## config.mk

```make
export PLATFORM = sky130hd
export DESIGN_NAME = gpf_front
export DESIGN_NICKNAME = d
export VERILOG_FILES = /design/src/gpf_pkg.sv /design/src/gpf_front.sv
export SDC_FILE = /design/constraint.sdc
export NUM_CORES = 1
export LEC_CHECK = 0
export BUFFER_PORTS_ARGS = -buffer_cell sky130_fd_sc_hd__buf_2
export CAP_MARGIN = 0
export CORE_MARGIN = 3
export CORE_UTILIZATION = 45
export CTS_CLUSTER_SIZE = 14
export DETAILED_ROUTE_END_ITERATION = 8
export PLACE_DENSITY_LB_ADDON = 0.2
export REMOVE_ABC_BUFFERS = 1
export SKIP_LAST_GASP = 1
export SYNTH_ARGS = -nofsm -noshare
export SYNTH_HDL_FRONTEND = slang
export SYNTH_SLANG_ARGS = --single-unit
```

## constraint.sdc

```tcl
create_clock -name i_clk -period 5.23 [get_ports i_clk]
set_input_delay 0.2615 -clock i_clk [delete_from_list [all_inputs] [get_ports i_clk]]
set_output_delay 0.2615 -clock i_clk [all_outputs]
set_load 0.1 [all_outputs]
```

## src/gpf_pkg.sv

```systemverilog
// Shared types, codes and fixed-point constants of the Gram polynomial fit engine.
// Used by every module under src; depends on nothing.

package gpf_pkg;

    // Sizes of the fit
    localparam int MAX_POLYS  = 16;
    localparam int MAX_POINTS = 4096;
    localparam int FRAC_BITS  = 30;   // fraction bits of basis values and recurrence factors
    localparam int RECIP_FRAC = 20;   // fraction bits of the factor reciprocals
    localparam int INT_STEPS  = 16;   // root steps over the 32-bit integer part of a quotient

    // Field widths
    localparam int POLY_W = $clog2(MAX_POLYS);
    localparam int K_W    = 13;
    localparam int N_W    = 5;
    localparam int X_W    = 12;
    localparam int SMP_W  = 16;
    localparam int COEF_W = 48;
    localparam int TAB_W  = 32;
    localparam int PV_W   = 32;
    localparam int CFG_W  = 13;
    localparam int CIDX_W = 2;

    // Stream payload widths
    localparam int S_DATA_W = 80;
    localparam int S_USER_W = 2;
    localparam int M_DATA_W = 48;
    localparam int M_USER_W = 1;

    // Configuration register indexes
    localparam logic [CIDX_W-1:0] CFG_NUM_POINTS = 2'd0;
    localparam logic [CIDX_W-1:0] CFG_NUM_POLYS  = 2'd1;

    // Item modes as they arrive
    localparam logic [1:0] MODE_ACC = 2'd0;
    localparam logic [1:0] MODE_REC = 2'd1;
    localparam logic [1:0] MODE_WR  = 2'd2;
    localparam logic [1:0] MODE_RD  = 2'd3;

    // Item kinds after classification
    typedef logic [2:0] t_kind;
    localparam t_kind KIND_ACC = 3'd0;
    localparam t_kind KIND_REC = 3'd1;
    localparam t_kind KIND_WR  = 3'd2;
    localparam t_kind KIND_RD  = 3'd3;
    localparam t_kind KIND_RNG = 3'd4;

    // One classified item waiting for the back end
    typedef struct packed {
        t_kind                     kind;
        logic [X_W-1:0]            point;
        logic signed [SMP_W-1:0]   sample;
        logic [POLY_W-1:0]         cidx;
        logic signed [COEF_W-1:0]  cval;
    } t_item;

endpackage

```

## src/gpf_front.sv

```systemverilog
// Front end: takes items from the input stream, classifies them and queues them.
// Depends on gpf_pkg.

module gpf_front
    import gpf_pkg::*;
(
    input  logic                i_clk,
    input  logic                i_rst_n,
    input  logic                s_axis_tvalid,
    output logic                s_axis_tready,
    // point_index[11:0], sample_value[27:12], coef_index[31:28], coef_value[79:32]
    input  logic [S_DATA_W-1:0] s_axis_tdata,
    // mode[1:0]
    input  logic [S_USER_W-1:0] s_axis_tuser,
    input  logic [K_W-1:0]      i_eff_k,
    output t_item               o_item,
    output logic                o_item_valid,
    input  logic                i_item_pop
);

    localparam int DEPTH = 2;

    t_item      r_q [DEPTH];
    logic       r_wp, r_rp;
    logic [1:0] r_cnt;
    t_item      w_item;
    logic       w_push;
    logic       w_pop;

    // Unpack and classify the incoming item
    always_comb begin
        w_item.point  = s_axis_tdata[11:0];
        w_item.sample = s_axis_tdata[27:12];
        w_item.cidx   = s_axis_tdata[31:28];
        w_item.cval   = s_axis_tdata[79:32];
        case (s_axis_tuser)
            MODE_WR: w_item.kind = KIND_WR;
            MODE_RD: w_item.kind = KIND_RD;
            MODE_ACC: begin
                w_item.kind = ({1'b0, w_item.point} >= i_eff_k) ? KIND_RNG : KIND_ACC;
            end
            MODE_REC: begin
                w_item.kind = ({1'b0, w_item.point} >= i_eff_k) ? KIND_RNG : KIND_REC;
            end
            default: w_item.kind = KIND_RNG;
        endcase
    end

    assign s_axis_tready = (r_cnt != 2'(DEPTH));
    assign w_push        = s_axis_tvalid && s_axis_tready;
    assign w_pop         = i_item_pop && o_item_valid;
    assign o_item_valid  = (r_cnt != 2'd0);
    assign o_item        = r_q[r_rp];

    // Advance the queue pointers and count
    always_ff @(posedge i_clk) begin
        if (!i_rst_n) begin
            r_wp  <= 1'b0;
            r_rp  <= 1'b0;
            r_cnt <= 2'd0;
        end else begin
            if (w_push) r_wp <= ~r_wp;
            if (w_pop)  r_rp <= ~r_rp;
            r_cnt <= r_cnt + 2'(w_push) - 2'(w_pop);
        end
    end

    // Hold queued items
    always_ff @(posedge i_clk) begin
        if (w_push) begin
            r_q[r_wp] <= w_item;
        end
    end

endmodule

```

==> impl_metrics.py <==
metrics = {
    "power": {
        "p_per_area_mw_per_mm2": 651,
        "comb_power_share": 0.425,
        "internal-power_w": 0.00312,
        "swShare": 0.440,
        "pwr-share-seq": 0.335,
        "pwr-share-clk": 0.241,
        "peakVddDrop_v": 0.000527,
        "leakage_nw": 3.45,
        "power_switching_w": 0.00245,
        "p_total_w": 0.00557,
    },
    "global_route": {
        "grt_pass1_vias": 3650,
        "grt_max_degree": 84,
        "antenna_found_initial": 0,
        "grt-ovfl-total": 0,
        "grtUsageTotal": 0.146,
        "grt_pass1_wl_um": 18400,
    },
    "cts": {
        "cts_tree": "built",
        "clock_sink_count": 171,
        "hold_buffers": 0,
        "clock_latency_ns": 0.41,
        "clockBufferDepth": 2,
        "cts-resized-gates": 0,
        "path_clk_slew_ns": 0.06,
        "cts_root_buf": "clkbuf_16",
        "cts_max_level": 4,
        "numCtsBuffers": 17,
        "cts_setup_buffers": 0,
    },
    "placed_design": {
        "portBuffers": 183,
        "place_worst_setup_slack_ns": 2.63,
        "gp_routability_congestion": 0.725,
        "hpwl_um": 8100,
    },
    "die": {
        "rows": 44,
        "initial_core_util": 0.465,
        "die_h_um": 129,
        "ioPinCount": 184,
        "core_area_sq_mm": 0.0147,
        "die_w_um": 129,
        "dieArea_sq_mm": 0.0167,
    },
    "critical_path": {
        "end_kind": "primary output",
        "worstReg2RegEnd": "r_q[1][54]",
        "slowest_delay_ns": 0.94,
        "critPathLaunchType": "register",
        "r2r-start": "r_cnt[0]",
        "path_max_fanout": 51,
        "cp.arrival_ns": 2.72,
        "path_buf_inv": 2,
        "path_cells": "buf_4 > mux2_4 > buf_2",
        "worstRegToRegCells": 3,
        "crit_family": "buffers and inverters",
        "critPathRequiredTime_ns": 4.97,
        "slowest_stage": "dfxtp_4",
        "r2r_setup_slack_ns": 3.13,
        "crit_type": "reg2out",
    },
    "min_path": {
        "hold_end": "r_q[1][5]",
        "min_from": "s_axis_tdata[37]",
        "hold_path.class": "in2reg",
        "hold-path-cell-count": 1,
    },
    "sta": {
        "worst_pin_slew_ns": 1.16,
        "rsz0062_at_grt": "no",
        "setup_violations": 0,
        "maxSlewHeadroom": 0.226,
        "setup_ws_ns": 2.25,
        "max_freq_mhz": 336,
        "slew_violations": 0,
        "period_minus_slack_ns": 2.98,
        "fin_skew_ns": 0.0102,
        "hold_violations": 0,
        "fin_crit_sh": 0.569,
    },
    "synthesis": {
        "yosysUniqueCellTypes": 28,
        "ys_ff_latch": 171,
        "ys_seq_area_frac": 0.744,
        "netlist_area_sq_mm": 0.00683,
        "synth.avg_cell_area_sq_um": 20.8,
        "yosys_warnings": 0,
        "synthCells": 328,
    },
    "routing": {
        "wl_um": 11900,
        "drt_first_pass_iters": 4,
        "drc": 0,
        "via_count": 3527,
        "postRouteAntennaNets": 0,
        "routed_via_density": 4.90,
        "wl_per_cell_um": 16.6,
        "drtIter0Drc": 191,
    },
    "flow_run": {
        "drv_cap": 0,
    },
    "layout": {
        "nNetsFinal": 636,
        "drive_gt1_frac": 0.541,
        "mostFrequentLayoutCells": "183 x buf_2, 166 x edfxtp_1, 70 x mux2_4",
        "final_common_cell": "buf_2",
        "areaGrowthSynthToFinish_pct": 25.3,
        "n_fill_cell": 1143,
        "diodes": 0,
    },
    "run_status": {
        "outcome": "completed",
    },
}
==> per-stage QoR <==
| stage | setup TNS [ns] | instance area [sq um] | hold WS (ns) | utilization | cells |
|---|---|---|---|---|---|
| 6_report | 0 | 8560 | 0.0340 | 0.582 | 720 |
| 5_1_grt | 0 | 8560 | 0.00782 | 0.582 | 720 |
| 4_1_cts | 0 | 8560 | 0.0110 | 0.582 | 720 |
| 3_5_place_dp | 0 | 7920 | 0.453 | 0.539 | 688 |
| 3_3_place_gp | 0 | 7920 | 0.449 | 0.539 | 688 |
| 2_1_floorplan | -15.09 | 6740 | 0.360 | - | 318 |
==> flip-flops by register name, indices dropped and copies added, names as in the netlist, named ones only <==
| register | count |
|---|---|
| r_q | 166 |
| r_cnt | 2 |
| r_rp | 1 |
| r_wp | 1 |
==> worst register-to-register path, stage by stage (launching register included) <==
cell      delay [ns]
dfxtp_1         0.34
nand2b_1        0.16
and3_4          0.54
buf_4           0.66
==> per-layer routing <==
layer / track usage / share of wire
met1: 0.170 / 0.41
met2: 0.247 / 0.50
met3: 0.0544 / 0.082
met4: 0.0593 / 0.017
met5: 0 / 0
==> cell usage after synthesis <==
| cell | count | area (sq um) |
|---|---|---|
| a21boi_0 | 1 | 7.51 |
| a21o_1 | 1 | 7.51 |
| a21oi_1 | 6 | 30.0 |
| a31oi_1 | 1 | 6.26 |
| and2_1 | 3 | 18.8 |
| and2_4 | 1 | 8.76 |
| and3_1 | 2 | 12.5 |
| buf_2 | 1 | 5.00 |
| buf_4 | 1 | 7.51 |
| buf_6 | 7 | 78.8 |
| clkbuf_1 | 1 | 3.75 |
| dfxtp_1 | 5 | 100 |
| edfxtp_1 | 166 | 4980 |
| ha_1 | 14 | 175 |
| inv_1 | 13 | 48.8 |
| mux2_1 | 13 | 146 |
| mux2_4 | 70 | 1050 |
| nand2_1 | 3 | 11.3 |
| nand2b_1 | 2 | 12.5 |
| nand3_1 | 3 | 15.0 |
| nand4_1 | 1 | 6.26 |
| nor2_1 | 3 | 11.3 |
| nor2b_1 | 2 | 12.5 |
| o211a_1 | 1 | 10.0 |
| o21ai_1 | 2 | 10.0 |
| or2_1 | 1 | 6.26 |
| xnor2_1 | 3 | 26.3 |
| xnor2_2 | 1 | 16.3 |
==> logic make-up after synthesis <==
group                    share of synthesized area
flip-flops                                   0.744
XOR/XNOR                                   0.00623
buffers and inverters                       0.0211
adder cells (fa/ha/maj)                     0.0256
AO/OA/AOI/OAI                               0.0104
AND/OR/NAND/NOR                             0.0169
multiplexers                                 0.175
==> final cells by class <==
| type | count | area (sq um) | area share |
|---|---|---|---|
| clock buffer | 21 | 450 | 0.0526 |
| clock inverter | 11 | 190 | 0.0222 |
| inverter | 13 | 48.8 | 0.00570 |
| multi-input combinational | 134 | 1610 | 0.189 |
| sequential | 171 | 5090 | 0.594 |
| tap | 184 | 230 | 0.0269 |
| timing repair buffer | 186 | 938 | 0.110 |
==> power by group through the flow <==
| stage | registers, W | logic, W | clock network (W) |
|---|---|---|---|
| 2_1_floorplan | 0.00191 | 0.00210 | 0 |
| 3_3_place_gp | 0.00189 | 0.00237 | 0 |
| 3_5_place_dp | 0.00190 | 0.00239 | 0 |
| 4_1_cts | 0.00187 | 0.00239 | 0.00137 |
| 5_1_grt | 0.00189 | 0.00245 | 0.00143 |
| 6_report | 0.00186 | 0.00237 | 0.00134 |
==> worst max path at each step <==
stage,to,cells after the start,start
floorplan,r_q[0][0],3,r_cnt[0]
global placement,o_item[4],3,register
CTS,o_item[4],3,register
global route,o_item[14],3,register
detailed placement,o_item[4],3,register
finish,o_item[14],3,register
Note: power is estimated with default switching activity, not from simulation.
