<file path="src/gpf_pkg.sv">
// Shared types, codes and fixed-point constants of the Gram polynomial fit engine.
// Used by every module under src; depends on nothing.

package gpf_pkg;

    // Sizes of the fit
    localparam int MAX_POLYS  = 16;
    localparam int MAX_POINTS = 4096;
    localparam int FRAC_BITS  = 30;   // fraction bits of basis values and recurrence factors
    localparam int RECIP_FRAC = 20;   // fraction bits of the factor reciprocals
    localparam int INT_STEPS  = 16;   // root steps over the 32-bit integer part of a quotient

    // Field widths
    localparam int POLY_W = $clog2(MAX_POLYS);
    localparam int K_W    = 13;
    localparam int N_W    = 5;
    localparam int X_W    = 12;
    localparam int SMP_W  = 16;
    localparam int COEF_W = 48;
    localparam int TAB_W  = 32;
    localparam int PV_W   = 32;
    localparam int CFG_W  = 13;
    localparam int CIDX_W = 2;

    // Stream payload widths
    localparam int S_DATA_W = 80;
    localparam int S_USER_W = 2;
    localparam int M_DATA_W = 48;
    localparam int M_USER_W = 1;

    // Configuration register indexes
    localparam logic [CIDX_W-1:0] CFG_NUM_POINTS = 2'd0;
    localparam logic [CIDX_W-1:0] CFG_NUM_POLYS  = 2'd1;

    // Item modes as they arrive
    localparam logic [1:0] MODE_ACC = 2'd0;
    localparam logic [1:0] MODE_REC = 2'd1;
    localparam logic [1:0] MODE_WR  = 2'd2;
    localparam logic [1:0] MODE_RD  = 2'd3;

    // Item kinds after classification
    typedef logic [2:0] t_kind;
    localparam t_kind KIND_ACC = 3'd0;
    localparam t_kind KIND_REC = 3'd1;
    localparam t_kind KIND_WR  = 3'd2;
    localparam t_kind KIND_RD  = 3'd3;
    localparam t_kind KIND_RNG = 3'd4;

    // One classified item waiting for the back end
    typedef struct packed {
        t_kind                     kind;
        logic [X_W-1:0]            point;
        logic signed [SMP_W-1:0]   sample;
        logic [POLY_W-1:0]         cidx;
        logic signed [COEF_W-1:0]  cval;
    } t_item;

endpackage

</file>
<file path="src/gpf_tables.sv">
// Configuration registers and the recurrence factor tables, rebuilt by a
// serial divider feeding a digit-by-digit square root. Depends on gpf_pkg.

module gpf_tables
    import gpf_pkg::*;
(
    input  logic              i_clk,
    input  logic              i_rst_n,
    input  logic              i_cfg_we,
    input  logic [CIDX_W-1:0] i_cfg_addr,
    input  logic [CFG_W-1:0]  i_cfg_wdata,
    output logic [K_W-1:0]    o_eff_k,
    output logic [N_W-1:0]    o_eff_n,
    output logic              o_ready,
    input  logic [POLY_W-1:0] i_a_idx,
    output logic [TAB_W-1:0]  o_a_val,
    input  logic [POLY_W-1:0] i_r_idx,
    output logic [TAB_W-1:0]  o_r_val
);

    localparam logic [1:0] TB_SETUP1 = 2'd0;
    localparam logic [1:0] TB_SETUP2 = 2'd1;
    localparam logic [1:0] TB_RUN    = 2'd2;
    localparam logic [1:0] TB_DONE   = 2'd3;
    localparam logic [5:0] LAST_A    = 6'(INT_STEPS + FRAC_BITS - 1);
    localparam logic [5:0] LAST_R    = 6'(INT_STEPS + RECIP_FRAC - 1);

    logic [K_W-1:0]    r_num_points;
    logic [N_W-1:0]    r_num_polys;
    logic [1:0]        r_state;
    logic [POLY_W-1:0] r_ti;
    logic              r_tr;
    logic [5:0]        r_step;
    logic [25:0]       r_kk;
    logic [7:0]        r_ii;
    logic [31:0]       r_div;
    logic [31:0]       r_dvd;
    logic [31:0]       r_drem;
    logic [32:0]       r_root;
    logic [33:0]       r_rrem;
    logic [TAB_W-1:0]  r_a_tab [MAX_POLYS];
    logic [TAB_W-1:0]  r_r_tab [MAX_POLYS];

    logic [N_W-1:0]    w_n1;
    logic [33:0]       w_den_full;
    logic [31:0]       w_num_a, w_den_a;
    logic [32:0]       w_rr1, w_rr2;
    logic              w_ge1, w_ge2, w_gr;
    logic [31:0]       w_rem1, w_rem2;
    logic [35:0]       w_rq;
    logic [34:0]       w_t;
    logic [33:0]       n_rrem;
    logic [32:0]       n_root;
    logic              w_last;
    logic [N_W-1:0]    w_ti_next;

    // Clamp the configured counts
    always_comb begin
        if (r_num_points < K_W'(2))               o_eff_k = K_W'(2);
        else if (r_num_points > K_W'(MAX_POINTS)) o_eff_k = K_W'(MAX_POINTS);
        else                                      o_eff_k = r_num_points;
        if (r_num_polys == '0)                    w_n1 = N_W'(1);
        else if (r_num_polys > N_W'(MAX_POLYS))   w_n1 = N_W'(MAX_POLYS);
        else                                      w_n1 = r_num_polys;
        o_eff_n = ({{(K_W-N_W){1'b0}}, w_n1} > o_eff_k) ? N_W'(o_eff_k) : w_n1;
    end

    // Numerator and denominator of the squared factor
    always_comb begin
        w_den_full = 34'(r_ii) * (34'(r_kk) - 34'(r_ii));
        if (r_ti == '0) begin
            w_num_a = 32'd1;
            w_den_a = 32'(o_eff_k);
        end else begin
            w_num_a = 32'({r_ii, 2'b00}) - 32'd1;
            w_den_a = w_den_full[31:0];
        end
    end

    // Two quotient bits and one root digit per cycle
    always_comb begin
        w_rr1  = {r_drem, r_dvd[31]};
        w_ge1  = (w_rr1 >= {1'b0, r_div});
        w_rem1 = w_ge1 ? 32'(w_rr1 - {1'b0, r_div}) : w_rr1[31:0];
        w_rr2  = {w_rem1, r_dvd[30]};
        w_ge2  = (w_rr2 >= {1'b0, r_div});
        w_rem2 = w_ge2 ? 32'(w_rr2 - {1'b0, r_div}) : w_rr2[31:0];
        w_rq   = {r_rrem, w_ge1, w_ge2};
        w_t    = {r_root, 2'b01};
        w_gr   = (w_rq >= {1'b0, w_t});
        n_rrem = w_gr ? 34'(w_rq - {1'b0, w_t}) : w_rq[33:0];
        n_root = {r_root[31:0], w_gr};
        w_last = (r_step == (r_tr ? LAST_R : LAST_A));
        w_ti_next = {1'b0, r_ti} + N_W'(1);
    end

    // Sequence the table build; restart it on every register write
    always_ff @(posedge i_clk) begin
        if (!i_rst_n) begin
            r_num_points <= K_W'(16);
            r_num_polys  <= N_W'(4);
            r_state      <= TB_SETUP1;
            r_ti         <= '0;
            r_tr         <= 1'b0;
            r_step       <= '0;
        end else if (i_cfg_we) begin
            if (i_cfg_addr == CFG_NUM_POINTS) r_num_points <= i_cfg_wdata;
            if (i_cfg_addr == CFG_NUM_POLYS)  r_num_polys  <= i_cfg_wdata[N_W-1:0];
            if (i_cfg_addr == CFG_NUM_POINTS || i_cfg_addr == CFG_NUM_POLYS) begin
                r_state <= TB_SETUP1;
                r_ti    <= '0;
                r_tr    <= 1'b0;
            end
        end else begin
            case (r_state)
                TB_SETUP1: r_state <= TB_SETUP2;
                TB_SETUP2: begin
                    r_state <= TB_RUN;
                    r_step  <= '0;
                end
                TB_RUN: begin
                    r_step <= r_step + 6'd1;
                    if (w_last) begin
                        if (r_ti == '0) begin
                            if (o_eff_n > N_W'(1)) begin
                                r_ti    <= POLY_W'(1);
                                r_state <= TB_SETUP1;
                            end else begin
                                r_state <= TB_DONE;
                            end
                        end else if (!r_tr) begin
                            r_tr    <= 1'b1;
                            r_state <= TB_SETUP1;
                        end else if (w_ti_next < o_eff_n) begin
                            r_ti    <= w_ti_next[POLY_W-1:0];
                            r_tr    <= 1'b0;
                            r_state <= TB_SETUP1;
                        end else begin
                            r_state <= TB_DONE;
                        end
                    end
                end
                TB_DONE: r_state <= TB_DONE;
                default: r_state <= TB_SETUP1;
            endcase
        end
    end

    // Datapath of the divider and root
    always_ff @(posedge i_clk) begin
        case (r_state)
            TB_SETUP1: begin
                r_kk <= 26'(o_eff_k) * 26'(o_eff_k);
                r_ii <= 8'(r_ti) * 8'(r_ti);
            end
            TB_SETUP2: begin
                r_dvd  <= r_tr ? w_den_a : w_num_a;
                r_div  <= r_tr ? w_num_a : w_den_a;
                r_drem <= '0;
                r_root <= '0;
                r_rrem <= '0;
            end
            TB_RUN: begin
                r_dvd  <= {r_dvd[29:0], 2'b00};
                r_drem <= w_rem2;
                r_root <= n_root;
                r_rrem <= n_rrem;
                if (w_last) begin
                    if (r_tr) r_r_tab[r_ti] <= n_root[TAB_W-1:0];
                    else      r_a_tab[r_ti] <= n_root[TAB_W-1:0];
                end
            end
            default: r_root <= r_root;
        endcase
    end

    assign o_ready = (r_state == TB_DONE);
    assign o_a_val = r_a_tab[i_a_idx];
    assign o_r_val = r_r_tab[i_r_idx];

endmodule

</file>
<file path="config.mk">
export PLATFORM = sky130hd
export DESIGN_NAME = gpf_tables
export DESIGN_NICKNAME = d
export VERILOG_FILES = /design/src/gpf_pkg.sv /design/src/gpf_tables.sv
export SDC_FILE = /design/constraint.sdc
export NUM_CORES = 2
export LEC_CHECK = 0
export BUFFER_PORTS_ARGS = -buffer_cell sky130_fd_sc_hd__buf_2
export CORE_MARGIN = 8
export CORE_UTILIZATION = 30
export DETAILED_ROUTE_END_ITERATION = 12
export PLACE_DENSITY_LB_ADDON = 0.08
export SLEW_MARGIN = 20
export SYNTH_ARGS = -nofsm -noshare
export SYNTH_HDL_FRONTEND = slang
export SYNTH_SLANG_ARGS = --single-unit
</file>
<file path="constraint.sdc">
create_clock -name i_clk -period 21.9 [get_ports i_clk]
set_input_delay 4.38 -clock i_clk [delete_from_list [all_inputs] [get_ports i_clk]]
set_output_delay 4.38 -clock i_clk [all_outputs]
set_load 0.03 [all_outputs]
</file>
==> metrics.txt <==
vias in the first global route 41042; Peak supply drop 0.07177 mV; asr flop ratio synth 0; Max-slew headroom 0.3034; Overall Global Routing Usage 0.1584; CP max-delay cell buf_4; row cnt 171; Power Density 94.61 mW/mm2; setup TNS 0 ps; DP Wirelength 113700 um; Ports 109; status complete, no violations; final core occ 0.3454; critical path depth 6; CP dominant cell by count mux4_2; largest cells by area after synthesis edfxtp_1 56%, mux4_2 11%, fa_1 7.0%; Leakage 27.53 nW; first-pass GRT wire length 278700 um; top cell type by total area after synthesis edfxtp_1; CP Launch Type primary input; Crit Path Category primary input to output pin; crit path max fanout 49; Final Hold Slack 477.8 ps; fraction of layout cells with a size suffix above 1 0.1689; hold path depth 2; Bufs and invs on worst path 4; cts bufs inserted 150; Max Fclk 83.18 MHz; DR iter-0 viols 2387; Clock Root Buffer clkbuf_16; drt pass-1 iters 5; CTS resizes 0; final setup fails 0; post-layout min period 12020 ps; Worst Path Required 17520 ps; post-CTS setup buffer count 0; Critical Path End Type output pin; Register-to-Register Path Depth 31; Syn Inst Count 4562; gpl congestion 0.7530; Core Region 0.2172 mm2; Die H 483.5 um; Num Clock Sinks 1250; clock latency on the worst-skew pair 800 ps; drt via density 4.888; largest net degree at the start of global routing 83; P&R area growth vs syn 14.41%; die area 0.2338 mm2; Distinct cells, synth 99; skew final 42.52 ps; final WL 187400 um; GR Overflow Total 0; H-tree depth 4; period utilisation layout 0.5489; Nets 5288; max-slew violations 0; Arrival @ worst endpoint 7640 ps; cell family with most CP delay buffers and inverters; Via Count 37797; Hold Violations, Final 0; RSZ-0062 raised after global routing no; Starting Density 0.3019; number of fill cells in the layout 21045; max incr delay on CP 700 ps; syn_area_per_cell 14.37 um2; CTS tree done; YS warnings 0; deepest clock path buffer count 3; Slew @ Worst Pin 1038 ps; Synth Register Bits 1250; Routed WL per cell 24.24 um; number of remaining DRC errors 0; synthesized area 0.06556 mm2; number of max-cap violations 0; remaining antenna violation count after routing 0; Post-synth EDFFs 1219; Hold WC Path Type register to register; crit-path cells buf_8, buf_6, buf_4, mux4_2, mux4_2, buf_2; share of the synthesized area in the top cell type 0.5583; top_reg_cell synth edfxtp_1; post-cts hold buffer count 0; sequential area share after synthesis 0.5678; IO Port Bufs 108; Die W 483.5 um; initial antenna violation count 6; Clk pin slew, worst setup/hold paths 50 ps
==> layer usage <==
| metal | GRT usage | wire (um) | share of wire |
|---|---|---|---|
| met5 | 0 | 0 | 0 |
| met4 | 0.03446 | 3586 | 0.019 |
| met3 | 0.02214 | 6014 | 0.032 |
| met2 | 0.2772 | 93120 | 0.50 |
| met1 | 0.2093 | 84710 | 0.45 |
==> sequential cells by signal (all words and copies together), names as in the netlist <==
name	flops
r_kk	25
r_tr	1
r_state	2
r_num_polys	5
r_r_tab	512
r_ii	7
r_root	33
r_div	32
r_step	6
r_a_tab	512
r_num_points	13
r_dvd	32
r_drem	32
r_ti	4
r_rrem	34
==> per-stage QoR <==
stage	cells	total power, mW	instance area, um2	setup slack, ps
after floorplan	4577	4.134	65620	10960
after global placement	7455	4.691	70050	9441
after detailed placement	7456	4.682	70060	9411
after CTS	7728	7.225	74990	9411
after global routing	7730	7.509	75010	9534
final	7733	7.097	75010	9878
==> final cells by class <==
type                            instances  area, um2  area share
Sequential cell                      1250      37230      0.4963
Inverter                              439       1650     0.02200
Clock inverter                         85       1007     0.01343
Antenna cell                            5      12.51   0.0001668
Clock buffer                          187       3924     0.05231
Tap cell                             2854       3571     0.04760
Timing Repair Buffer                  210       1359     0.01811
Multi-Input combinational cell       2703      26260      0.3501
==> synth_stat cells (all sizes together), types with 19 or more instances <==
| master | count |
|---|---|
| a21o | 70 |
| or3 | 23 |
| xnor2 | 95 |
| mux2i | 34 |
| nor3 | 71 |
| inv | 437 |
| ha | 280 |
| o21ai | 153 |
| dfxtp | 31 |
| buf | 44 |
| and2 | 70 |
| nand3 | 53 |
| a211oi | 37 |
| o21a | 30 |
| edfxtp | 1219 |
| mux4 | 320 |
| nand2 | 249 |
| a31oi | 29 |
| nand4 | 22 |
| nand2b | 44 |
| xor2 | 59 |
| and3 | 38 |
| clkbuf | 141 |
| a21oi | 185 |
| nor2b | 19 |
| fa | 228 |
| nor2 | 381 |
==> final timing paths <==
path / to / from / slack (ps)
max reg2reg: r_rrem[23] / r_drem[20] / 10820
min: r_num_points[11] / r_num_points[11] / 480
max: o_a_val[29] / i_a_idx[0] / 9880
min reg2reg: r_num_points[11] / r_num_points[11] / 480
==> where the power goes <==
part,internal (mW),switching (mW)
clock network,1.44,1.05
logic,0.694,1.16
registers,2.71,0.0337
total,4.85,2.25
==> logic make-up (layout without fill, tap and decap cells) <==
family | count (synthesis) | in the layout | synth area share
adders and majority gates | 508 | 508 | 0.1231
AOI/OAI and AO/OA | 636 | 636 | 0.06218
and+or+nand+nor | 1026 | 1026 | 0.07301
DFF | 1250 | 1250 | 0.5678
muxes | 361 | 361 | 0.1164
other | 2 | 22 | 0.0001145
xor gates and xnor gates | 155 | 155 | 0.02103
buffers and inverters | 624 | 921 | 0.03647
==> layout by cell type (no fill, tap or decap), types with 20 or more instances in the layout <==
| cell type | n |
|---|---|
| a211oi_1 | 36 |
| edfxtp_1 | 1219 |
| buf_4 | 101 |
| o21ai_0 | 146 |
| inv_1 | 433 |
| dfxtp_1 | 30 |
| and2_1 | 70 |
| nand2_1 | 248 |
| nand3_1 | 53 |
| buf_2 | 102 |
| o21a_1 | 30 |
| nor2_1 | 351 |
| nand4_1 | 22 |
| mux2i_1 | 34 |
| a31oi_1 | 29 |
| or3_1 | 20 |
| xnor2_1 | 94 |
| clkbuf_1 | 35 |
| clkbuf_16 | 151 |
| nor2_4 | 30 |
| ha_1 | 278 |
| nand2b_1 | 43 |
| nor3_1 | 69 |
| and3_1 | 37 |
| fa_1 | 228 |
| mux4_2 | 320 |
| a21o_1 | 69 |
| a21oi_1 | 182 |
| clkinv_1 | 36 |
| xor2_1 | 59 |
==> worst reg2reg max path, delay by kind of cell (launching register included) <==
family / cells / cell delay (ps)
AND/OR/NAND/NOR: 8 / 3030
flip-flops: 1 / 430
buffers and inverters: 4 / 1530
AO/OA/AOI/OAI: 16 / 4790
adder cells (fa/ha/maj): 3 / 1070
Note: power is estimated with default switching activity, not from simulation.
